### config.mk
export PLATFORM = sky130hd
export DESIGN_NAME = prime_test_trial_division
export DESIGN_NICKNAME = d
export VERILOG_FILES = /design/src/design/ptd_pkg.sv /design/src/design/ptd_div.sv /design/src/design/prime_test_trial_division.sv
export SDC_FILE = /design/constraint.sdc
export NUM_CORES = 1
export LEC_CHECK = 0
export ABC_CLOCK_PERIOD_IN_PS = 19670
export BUFFER_PORTS_ARGS = -buffer_cell sky130_fd_sc_hd__buf_2
export CORE_MARGIN = 2
export CORE_UTILIZATION = 24
export DETAILED_ROUTE_END_ITERATION = 16
export PLACE_DENSITY = 0.42
export SYNTH_ARGS = -nofsm -noshare
export SYNTH_HDL_FRONTEND = slang
export SYNTH_HIERARCHICAL = 1
export SYNTH_SLANG_ARGS = --single-unit
### constraint.sdc
create_clock -name clk -period 19.67 [get_ports clk]
set_input_delay 1.967 -clock clk [delete_from_list [all_inputs] [get_ports clk]]
set_output_delay 1.967 -clock clk [all_outputs]
set_load 0.1 [all_outputs]
### src/design/ptd_pkg.sv
`timescale 1ns / 1ps
`default_nettype none
// ----------------------------------------------------------------------------
// ptd_pkg: shared constants and types for the trial-division prime tester
// Word widths, the divisor width and the status bundle of the divider.
// ----------------------------------------------------------------------------
package ptd_pkg;

  // Width of the tested word (two's complement)
  localparam int DATA_WIDTH = 32;
  // Magnitude bits of a non-negative word
  localparam int MAG_W      = DATA_WIDTH - 1;
  // Trial divisor width: covers sqrt of the largest word plus the wheel step
  localparam int DIV_W      = DATA_WIDTH / 2 + 1;
  // Width of the squared divisor
  localparam int SQ_W       = 2 * DIV_W;
  // Bit counter of the divider
  localparam int CNT_W      = $clog2(MAG_W);

  // Divider status towards the sequencer
  typedef struct packed {
    logic done;      // one-cycle pulse, remainder is final
    logic rem_zero;  // divisor divides the dividend exactly
  } div_stat_t;

endpackage

`default_nettype wire

### src/design/ptd_div.sv
`timescale 1ns / 1ps
`default_nettype none
// ----------------------------------------------------------------------------
// ptd_div: bit-serial restoring remainder unit
// Takes one dividend bit per cycle and reports whether the remainder is zero.
// ----------------------------------------------------------------------------
module ptd_div (
  input  wire logic                          clk,
  input  wire logic                          rst,
  input  wire logic                          start,
  input  wire logic [ptd_pkg::MAG_W-1:0]     dividend,
  input  wire logic [ptd_pkg::DIV_W-1:0]     divisor,
  output ptd_pkg::div_stat_t                 stat
);

  logic                          busy;
  logic                          done;
  logic [ptd_pkg::CNT_W-1:0]     cnt;
  logic [ptd_pkg::MAG_W-1:0]     dvd;
  logic [ptd_pkg::DIV_W-1:0]     dsr;
  logic [ptd_pkg::DIV_W-1:0]     rem;

  logic [ptd_pkg::DIV_W:0]       rem_sh;
  logic [ptd_pkg::DIV_W:0]       diff;
  logic [ptd_pkg::DIV_W-1:0]     rem_next;

  // One restoring step: shift in next dividend bit, subtract if it fits
  always_comb begin
    rem_sh   = {rem, dvd[ptd_pkg::MAG_W-1]};
    diff     = rem_sh - {1'b0, dsr};
    rem_next = diff[ptd_pkg::DIV_W] ? rem_sh[ptd_pkg::DIV_W-1:0]
                                    : diff[ptd_pkg::DIV_W-1:0];
  end

  // Control
  always_ff @(posedge clk) begin
    if (rst) begin
      busy <= 1'b0;
      done <= 1'b0;
      cnt  <= '0;
    end else begin
      done <= 1'b0;
      if (start) begin
        busy <= 1'b1;
        cnt  <= '0;
      end else if (busy) begin
        cnt <= cnt + 1'b1;
        if (cnt == ptd_pkg::CNT_W'(ptd_pkg::MAG_W - 1)) begin
          busy <= 1'b0;
          done <= 1'b1;
        end
      end
    end
  end

  // Datapath
  always_ff @(posedge clk) begin
    if (start) begin
      dvd <= dividend;
      dsr <= divisor;
      rem <= '0;
    end else if (busy) begin
      dvd <= {dvd[ptd_pkg::MAG_W-2:0], 1'b0};
      rem <= rem_next;
    end
  end

  assign stat.done     = done;
  assign stat.rem_zero = (rem == '0);

endmodule

`default_nettype wire

### src/design/prime_test_trial_division.sv
`timescale 1ns / 1ps
`default_nettype none
// ----------------------------------------------------------------------------
// prime_test_trial_division: primality test by 6k+/-1 trial division
// Sequencer around one bit-serial remainder unit and one squarer.
// ----------------------------------------------------------------------------
// One number is tested at a time; in_ready is high only while the sequencer
// is idle. Negative values, 0 and 1 give a result straight from the
// classification, as do 2, 3 and even values; other values first take a
// division by 3, then each wheel step (divisors d and d+2) costs two serial
// divisions, for about floor(sqrt(n))/6 steps. The serial remainder unit, one
// dividend bit per cycle, sets the run time of a test. A finished result sits
// in an output register, so the next number can be transferred while it waits.
// ----------------------------------------------------------------------------
module prime_test_trial_division (
  input  wire logic                                   clk,
  input  wire logic                                   rst,
  input  wire logic                                   in_valid,
  output logic                                        in_ready,
  input  wire logic signed [ptd_pkg::DATA_WIDTH-1:0]  number,
  output logic                                        out_valid,
  input  wire logic                                   out_ready,
  output logic                                        is_prime,
  output logic signed [ptd_pkg::DATA_WIDTH-1:0]       kept_value
);

  localparam logic [2:0] S_IDLE  = 3'd0;
  localparam logic [2:0] S_CLASS = 3'd1;
  localparam logic [2:0] S_WAIT3 = 3'd2;
  localparam logic [2:0] S_SQ    = 3'd3;
  localparam logic [2:0] S_CMP   = 3'd4;
  localparam logic [2:0] S_WAITA = 3'd5;
  localparam logic [2:0] S_WAITB = 3'd6;
  localparam logic [2:0] S_RES   = 3'd7;

  logic [2:0]                           state;
  logic [ptd_pkg::DATA_WIDTH-1:0]       num;
  logic [ptd_pkg::DIV_W-1:0]            d;
  logic [ptd_pkg::SQ_W-1:0]             sq;
  logic                                 verdict;

  logic                                 div_start;
  logic [ptd_pkg::DIV_W-1:0]            div_dsr;
  ptd_pkg::div_stat_t                   div_stat;

  logic [ptd_pkg::MAG_W-1:0]            mag;
  logic                                 neg;

  assign mag      = num[ptd_pkg::MAG_W-1:0];
  assign neg      = num[ptd_pkg::DATA_WIDTH-1];
  assign in_ready = (state == S_IDLE);

  // Shared remainder unit
  ptd_div u_div (
    .clk      (clk),
    .rst      (rst),
    .start    (div_start),
    .dividend (mag),
    .divisor  (div_dsr),
    .stat     (div_stat)
  );

  // Divider launch: by 3 from classification, by d from compare, d+2 after
  always_comb begin
    div_start = 1'b0;
    div_dsr   = d;
    case (state)
      S_CLASS: begin
        div_dsr   = ptd_pkg::DIV_W'(3);
        div_start = !(neg || mag <= ptd_pkg::MAG_W'(3) || !mag[0]);
      end
      S_CMP: begin
        div_start = (sq <= {{(ptd_pkg::SQ_W-ptd_pkg::MAG_W){1'b0}}, mag});
      end
      S_WAITA: begin
        div_dsr   = d + ptd_pkg::DIV_W'(2);
        div_start = div_stat.done && !div_stat.rem_zero;
      end
      default: begin
        div_start = 1'b0;
      end
    endcase
  end

  // Sequencer
  always_ff @(posedge clk) begin
    if (rst) begin
      state <= S_IDLE;
    end else begin
      case (state)
        S_IDLE: begin
          if (in_valid) begin
            state <= S_CLASS;
          end
        end
        S_CLASS: begin
          if (neg || mag <= ptd_pkg::MAG_W'(1)) begin
            verdict <= 1'b0;
            state   <= S_RES;
          end else if (mag <= ptd_pkg::MAG_W'(3)) begin
            verdict <= 1'b1;
            state   <= S_RES;
          end else if (!mag[0]) begin
            verdict <= 1'b0;
            state   <= S_RES;
          end else begin
            state <= S_WAIT3;
          end
        end
        S_WAIT3: begin
          if (div_stat.done) begin
            if (div_stat.rem_zero) begin
              verdict <= 1'b0;
              state   <= S_RES;
            end else begin
              d     <= ptd_pkg::DIV_W'(5);
              state <= S_SQ;
            end
          end
        end
        S_SQ: begin
          sq    <= {{ptd_pkg::DIV_W{1'b0}}, d} * {{ptd_pkg::DIV_W{1'b0}}, d};
          state <= S_CMP;
        end
        S_CMP: begin
          if (div_start) begin
            state <= S_WAITA;
          end else begin
            verdict <= 1'b1;
            state   <= S_RES;
          end
        end
        S_WAITA: begin
          if (div_stat.done) begin
            if (div_stat.rem_zero) begin
              verdict <= 1'b0;
              state   <= S_RES;
            end else begin
              state <= S_WAITB;
            end
          end
        end
        S_WAITB: begin
          if (div_stat.done) begin
            if (div_stat.rem_zero) begin
              verdict <= 1'b0;
              state   <= S_RES;
            end else begin
              d     <= d + ptd_pkg::DIV_W'(6);
              state <= S_SQ;
            end
          end
        end
        S_RES: begin
          if (!out_valid || out_ready) begin
            state <= S_IDLE;
          end
        end
        default: begin
          state <= S_IDLE;
        end
      endcase
    end
  end

  // Result valid: set when a verdict is loaded, cleared on transfer
  always_ff @(posedge clk) begin
    if (rst) begin
      out_valid <= 1'b0;
    end else if (state == S_RES && (!out_valid || out_ready)) begin
      out_valid <= 1'b1;
    end else if (out_valid && out_ready) begin
      out_valid <= 1'b0;
    end
  end

  // Input capture and result register
  always_ff @(posedge clk) begin
    if (state == S_IDLE && in_valid) begin
      num <= number;
    end
    if (state == S_RES && (!out_valid || out_ready)) begin
      is_prime   <= verdict;
      kept_value <= verdict ? num : '0;
    end
  end

endmodule

`default_nettype wire
==> results.txt, run 1 <==
The flow ran to the end, and the final reports show no timing, DRC or antenna violations. After synthesis, flip-flops and latches occupy 31.0% of the total area. The async set-reset flop share out of synthesis came out at 0%. The slowest stage of the critical path belongs to the cell sky130_fd_sc_hd__edfxtp_1.

The routing usage on met1 came out at 15.9%. The number of endpoints failing setup at the final stage came out at 0. The post-synthesis mux area share came out at 2.69%. The data arrival time of the critical path came out at 7.47 ns. The number of distinct library cells after synthesis is 76. The height of the die came out at 274 µm.

The tightest min-delay check is of the reg -> reg type. The end-of-flow core utilization came out at 26.8%. The routability congestion estimate came out at 0.805. The largest total area in the synthesized netlist belongs to sky130_fd_sc_hd__edfxtp_1.

The insertion delay to the later sink of the worst-skew pair came out at 0.47 ns. The worst setup path is captured at a flop. For this run, the number of Yosys warnings is 6. The number of max-slew violations in the final report is 0. VDD sags by at most 77.7 µV.

After synthesis the netlist holds a flip-flop and latch count of 190. The layer flagged by global routing as most heavily used is met2. The port buffer count came out at 70. The portion of synthesized cell area occupied by the leading cell type is 27.8%. The clock transition time at the flip-flop clock pins of the worst setup and hold paths is 0.08 ns. The fraction of met3 tracks used by global routing came out at 1.48%. The starting density of the core came out at 24.1%. For this run, the detailed router's first-pass iteration total came to 5. From synthesis to final layout, the design area changed by 11.2%. The TritonCTS clock tree is built.

For this design the ratio of total power to cell area is 71.7 mW/mm². The worst clock skew on the final layout came out at 0.00993 ns. The number of clock sinks seen by CTS is 190.

The fraction of met2 tracks used by global routing is 21.4%. The worst setup path is launched from a flop. The floorplan has 99 rows. The first routing iteration left 656 violations.

The cell type with the highest occurrence count on the critical path is sky130_fd_sc_hd__fa_1. The number of nets with antenna violations after routing came out at 0. The library cell used most frequently in the layout, excluding fill and tap cells, is sky130_fd_sc_hd__inv_1. The overall routing resource usage came out at 12.2%. The top-level port count is 71. The number of global-route vias before repair is 12630. The HPWL after detailed placement is 35.1 mm. The antenna diode count came out at 0. The deepest level of the CTS H-tree is 4. Leaving out fill and tap cells, the most frequent cells in the layout are sky130_fd_sc_hd__inv_1 (347), sky130_fd_sc_hd__fa_1 (193), sky130_fd_sc_hd__edfxtp_1 (162). After synthesis the cells add up to 0.0175 mm². The number of nets produced by synthesis came out at 2105. Setup slack on the critical path of the routed design comes to 12.42 ns. The initial antenna violation count came out at 0. In this run, post-CTS repair resized a total of 0 instances. The endpoint required time on the critical path is 19.90 ns.

The count of buffers added by post-CTS timing repair for setup came out at 0. The number of clock buffers inserted by TritonCTS came out at 17. The worst-case register-to-register setup slack is 12.42 ns. The number of instances in the synthesized netlist is 1717. The max-cap check violation count came out at 0.

The headroom to the max-slew limit is 25.9%. No sink is reached through more buffers than the 2 on the longest clock path. Adding up every negative setup slack in the final design gives 0 ns. Walking the worst path, the cells encountered are clkinv_1, nor2_1, fa_1, inv_1, fa_1, fa_1, inv_1, fa_1, fa_1, inv_1, fa_1, inv_1, ha_1, nand4_1, o21bai_1, a31o_4, a211oi_4, a211oi_2, o31ai_2, a21oi_1, xnor2_1.

The most used flip-flop cell after synthesis is sky130_fd_sc_hd__edfxtp_1. The period utilization came out at 36.8%. For this run, design rule violations remaining after detail routing come to 0. The highest achievable clock rate came out at 138 MHz. The area after detailed placement came out at 0.0189 mm². For this run, the slowest stage of the critical path takes 0.94 ns. By area, the combinational part of the netlist is dominated by adder cells. The final-report hold violation count is 0. In the routed layout, each cell is associated on average with a via count of 4.32.

The fraction of final layout cells sized beyond drive strength 1 is 9.80%. After the last flow step, the layout net total stands at 2151. The actual transition at the worst max-transition pin is 1.11 ns. For this design, the CTS-stage hold fixing added 0 buffers. The mean post-synth cell area came out at 10.2 µm².

The worst setup path is of the reg -> reg kind. Entering global routing, the biggest net connects 43 pins. The tree is rooted in a sky130_fd_sc_hd__clkbuf_16.

Summing the areas of all and, or, nand and nor instances in the mapped netlist gives 12.0% of the synthesized area. The compound-cell area share of the yosys netlist came out at 8.19%. The post-placement setup slack is 12.41 ns. The number of enable-type register cells in the synthesized netlist came out at 162. The total die area came out at 0.0752 mm². The total wire length after detailed routing is 44.0 mm. After routing the design area is 0.0195 mm².

The routed via count is 11812. Setup repair after global routing left no endpoint under its margin. The remaining global-route overflow came out at 0. The global-route wire length before repair is 70.7 mm.

The reported leakage power came out at 8.67 nW. Counting I/O delays and the setup requirement, the final critical path takes 7.25 ns. The die is 274 µm wide.

Ranked by total cell area, the synthesized netlist is headed by sky130_fd_sc_hd__edfxtp_1 (28%), sky130_fd_sc_hd__fa_1 (22%), sky130_fd_sc_hd__ha_1 (11%). The post-synthesis adder-cell area fraction is 33.4%. Of all nets on the critical path, the largest fanout is 18. The floorplan step defined a core boundary enclosing 0.0726 mm². The parity-gate share of the synthesized area counting xor and xnor cells came out at 3.64%. Dividing the detail-routed wire length by the instance count gives 16.1 µm.
[cell families after synthesis]
| group | Yosys count |
|---|---|
| and+or+nand+nor | 434 |
| buffers and inverters | 409 |
| adders and majority gates | 352 |
| AOI/OAI and AO/OA | 216 |
| DFF | 190 |
| xor gates and xnor gates | 72 |
| muxes | 43 |
| other | 1 |
[final timing paths]
kind	from	to	cells after the start
worst max-delay path	d[5]$_SDFFCE_PN0P_	sq[32]$_DFFE_PP_	21
worst min-delay path	u_div/cnt[4]$_SDFFE_PP0P_	u_div/done$_SDFF_PP0_	2
worst max register to register	d[5]$_SDFFCE_PN0P_	sq[32]$_DFFE_PP_	21
worst min register to register	u_div/cnt[4]$_SDFFE_PP0P_	u_div/done$_SDFF_PP0_	2
[through the flow]
step           hold slack [ns]  power [mW]  cells
6_report                 0.499        1.40   2735
5_1_grt                  0.524        1.49   2735
4_1_cts                  0.502        1.42   2735
3_5_place_dp             0.493        1.07   2703
3_3_place_gp             0.496        1.06   2703
2_1_floorplan            0.454       0.953   1717
[registers in the layout, summed over array words and instances (netlist names), 3 cells and up]
register,count
kept_value,32
num,32
sq,32
u_div/dsr,17
u_div/rem,17
state,3
d,16
u_div/cnt,5
u_div/dvd,31
[worst max-delay path, delay by kind of cell (launching register included)]
kind | cells | cell delay [ns]
flops | 1 | 0.94
buf+inv | 5 | 0.84
fa+ha+maj | 7 | 3.39
compound gates | 6 | 1.17
xor+xnor | 1 | 0.13
simple gates | 2 | 0.54
[where the power goes]
group | internal [mW] | leakage [nW] | total [mW] | switching [mW]
combinational | 0.187 | 6.68 | 0.463 | 0.276
sequential | 0.528 | 1.72 | 0.593 | 0.0651
clock | 0.167 | 0.269 | 0.341 | 0.174
[layout make-up]
type                            instances  area (µm²)
Clock inverter                         14         124
Inverter                              351        1320
Fill cell                            7726       53100
Clock buffer                           18         429
Sequential cell                       190        5430
Timing Repair Buffer                   85         463
Tap cell                              959        1200
Multi-Input combinational cell       1118       10500
[routing by layer]
metal / vias up / part of all wire (%)
li1: 5670 / -
met1: 6001 / 46
met2: 121 / 51
met3: 20 / 2.5
met4: 0 / 1.0
met5: - / 0
[synthesized netlist by cell type (all sizes together) (20+ instances only)]
cell and instances:
dfxtp 28, nor2 114, edfxtp 162, xor2 21, o21ai 44, mux2 33, a21o 29, fa 193
a21oi 63, xnor2 51, and2 61, ha 159, nor3 28, inv 348, nand4 20, clkbuf 45
nand2 121, nor2b 24
Note: power is estimated with default switching activity, not from simulation.
==> run 2, diff against run 1 <==
Settings changed: ABC_CLOCK_PERIOD_IN_PS 19670 to 6300, PLACE_DENSITY 0.42 to 0.43.
Clock period 19.67 ns to 6.3 ns, I/O delays scaled along.
==> run 2 against run 1 <==
  * Flip-flop and latch count is the same
  * Design area grew 6.2%
  * First-iteration DRC count grew 3.4%
  * Combinational power grew to 3.1 times the previous value
  * Critical endpoint unchanged
  * Worst hold slack lost 0.17 ns
==> results.txt, run 2 (synthesized netlist as in run 1, its figures left out) <==
The switching part of the total power was 36.6% (-0.29 points). The worst setup path is of the reg -> reg kind. TritonCTS built the clock tree. The actual transition at the worst max-transition pin is 1.16 ns (+0.0439 ns). The worst clock skew on the final layout is 0.0139 ns (+0.00394 ns). The post-layout total power came out at 4.40 mW (+210%).

The area taken by multi-input logic gates came out at 0.0109 mm² (+3.3%). The maximum root-to-sink buffer count is 2 (unchanged). The number of endpoints failing setup at the final stage was 0 (unchanged).

The share of power burned in the clock network came out at 25.0% (+0.6 points). The row count is 99 (unchanged). The portion of total power attributed to combinational logic came out at 32.5% (-0.6 points).

The routed wire length on met3 is 1.47 mm (+33%). The reported leakage power came out at 9.20 nW (+6.2%). The highest achievable clock rate is 164 MHz (+18%). The DRC violation count after routing was 0 (unchanged). The starting density of the core is 24.1% (unchanged).

The top-level port count is 71 (unchanged). The layout overhead on the synthesized area came out at 18.1%. The deepest level of the CTS H-tree is 4 (unchanged). The worst min-delay path class is in -> reg. The remaining global-route overflow came to 0 (unchanged). The sequential group share of total power is 42.5% (about the same). The antenna diode count was 0 (unchanged). The total power density per cell area was 212 mW/mm² (+200%). The max-cap check violation count came to 0 (unchanged). The port buffer count came out at 70 (unchanged). The clock transition time at the flip-flop clock pins of the worst setup and hold paths is 0.07 ns (about the same). The total negative slack came out at 0 ns (unchanged).

The met2 wirelength from detailed routing is 21.5 mm (-3.6%). The average via count per standard cell came to 4.34 (+0.42%). The count of fill cells added during filler insertion came out at 7730 (+0.052%).

The largest registers in the layout are kept_value x32, num x32, sq x32. The fraction of final layout cells sized beyond drive strength 1 is 18.3% (+8.5 points). The worst-case register-to-register setup slack came out at 0.18 ns (-12.24 ns). The core area came out at 0.0726 mm² (unchanged). The routed via count came out at 12282 (+4.0%). The register area is 0.00543 mm² (unchanged).

The overall routing resource usage came out at 12.1% (-0.038 points). The height of the die is 274 µm (unchanged). The maximum ir drop on the vdd rail came out at 279 µV (+260%). The final cell area excluding filler cells came out at 0.0207 mm² (+6.2%). The final routed wire length divided by cell count is 15.6 µm (-3.1%). The die width was 274 µm (unchanged). The worst hold margin came out at 0.332 ns (-0.167 ns). The number of hold-repair buffers added at the cts stage came out at 0 (unchanged). The number of detailed-route iterations in the first pass is 4 (-1). CTS placed an instance of sky130_fd_sc_hd__clkbuf_16 at the clock tree root. The final cell count without fillers is 2832 (+3.5%).

The number of clock sinks seen by CTS came out at 190 (unchanged). The library cell used most frequently in the layout, excluding fill and tap cells, is sky130_fd_sc_hd__inv_1. The final-report hold violation count is 0 (unchanged). The endpoint required time on the critical path was 6.52 ns (-13.38 ns).

The insertion delay to the later sink of the worst-skew pair came out at 0.47 ns (about the same). The highest net fanout along the worst path came out at 4 (-14). The shortest period the worst path allows is 6.12 ns (-1.13 ns).

Routed signal wires occupy layers up through met4. The HPWL after detailed placement is 35.3 mm (+0.57%). The total wire length after detailed routing came out at 44.1 mm (+0.30%). The area after detailed placement is 0.0195 mm² (+2.7%). The initial antenna violation count came out at 0 (unchanged). The data arrival time of the critical path came out at 6.34 ns (-1.13 ns).

The pin count of the biggest net entering global routing came out at 34 (-21%). The number of nets with antenna violations after routing came out at 0 (unchanged). The run finished with clean final reports. The total number of nets in the final design was 2248 (+4.5%). The routed metal-1 wire length is 20.4 mm (+1.5%). The global-route wire length before repair is 70.5 mm (-0.31%).

The headroom to the max-slew limit is 22.2% (-3.6 points). The iteration-0 DRC count of the detailed router is 678 (+3.4%). In the layout the commonest cells are sky130_fd_sc_hd__inv_1 (333), sky130_fd_sc_hd__fa_1 (185), sky130_fd_sc_hd__edfxtp_1 (162). The net switching power came out at 1.61 mW (+210%).

STA classifies the critical path startpoint as a flop. The internal power summed over all cells came out at 2.79 mW (+220%). The number of clock buffers inserted by TritonCTS is 17 (unchanged). STA classifies the critical path endpoint as a flop. The number of cells in the design after placement came to 2765 (+2.3%).

The routability congestion estimate was 0.814 (+1.2%). Setup repair after global routing could not meet its margin everywhere. The number of max-slew violations in the final report came out at 0 (unchanged).

The number of global-route vias before repair came out at 12915 (+2.3%). The total die area came out at 0.0752 mm² (unchanged). The period utilization came out at 97.1% (+60 points).
-- run 2: critical path, stage by stage (launching register included) --
cell and delay [ns]:
sky130_fd_sc_hd__edfxtp_1 0.56, sky130_fd_sc_hd__clkbuf_16 0.21, sky130_fd_sc_hd__buf_6 0.12, sky130_fd_sc_hd__nand2_2 0.07
sky130_fd_sc_hd__fa_2 0.56, sky130_fd_sc_hd__fa_1 0.44, sky130_fd_sc_hd__fa_1 0.50, sky130_fd_sc_hd__inv_1 0.05
sky130_fd_sc_hd__fa_1 0.49, sky130_fd_sc_hd__fa_1 0.55, sky130_fd_sc_hd__inv_1 0.06, sky130_fd_sc_hd__fa_1 0.53
sky130_fd_sc_hd__inv_1 0.07, sky130_fd_sc_hd__ha_4 0.28, sky130_fd_sc_hd__and3_4 0.18, sky130_fd_sc_hd__and2_4 0.15
sky130_fd_sc_hd__o21ai_2 0.08, sky130_fd_sc_hd__a211oi_4 0.33, sky130_fd_sc_hd__a211oi_2 0.15, sky130_fd_sc_hd__o31ai_2 0.28
sky130_fd_sc_hd__a21oi_2 0.08, sky130_fd_sc_hd__xnor2_1 0.13
-- run 2: repair_timing --
item / CTS / global route
setup buffers: 1 / 33
cloned: 0 / 1
gates resized for setup: 0 / 95
pin swaps: 0 / 56
endpoints found under the setup margin: 4 / 11
-- run 2: power groups by stage --
stage / Combinational (mW) / Sequential, mW / Clock, mW
after floorplan: 1.17 / 1.80 / 0
after CTS: 1.44 / 1.87 / 1.14
after global placement: 1.41 / 1.90 / 0
after global routing: 1.61 / 1.91 / 1.18
after detailed placement: 1.43 / 1.90 / 0
final: 1.43 / 1.87 / 1.10
-- run 2: area by class of cell --
cell class	count	area share, %
Clock buffer	17	2.05
Tap cell	959	5.79
Clock inverter	15	0.719
Timing Repair Buffer	182	6.32
Multi-Input combinational cell	1118	52.5
Sequential cell	190	26.2
Inverter	351	6.40
-- run 2: worst paths after layout --
check                                                start                         end  depth (start not counted)
worst max-delay path                    d[7]$_SDFFCE_PN0P_            sq[32]$_DFFE_PP_                         21
worst min-delay path                            number[25]           num[25]$_DFFE_PP_                          1
worst max register to register          d[7]$_SDFFCE_PN0P_            sq[32]$_DFFE_PP_                         21
worst min register to register  u_div/rem[10]$_SDFFE_PP0P_  u_div/rem[10]$_SDFFE_PP0P_                          2
-- run 2: per-stage QoR --
step | util, % | worst slack (ns)
global route | 28.5 | -0.0350
global placement | 26.8 | 0.000870
CTS | 27.6 | 0.00880
finish | 28.5 | 0.185
floorplan | - | 0.0228
detailed placement | 26.8 | -0.0528
-- run 2: routing by layer --
layer	GRT usage, %	vias to the layer above
met2	20.6	191
met3	1.75	29
li1	-	5866
met5	0	-
met4	3.38	0
met1	16.0	6196
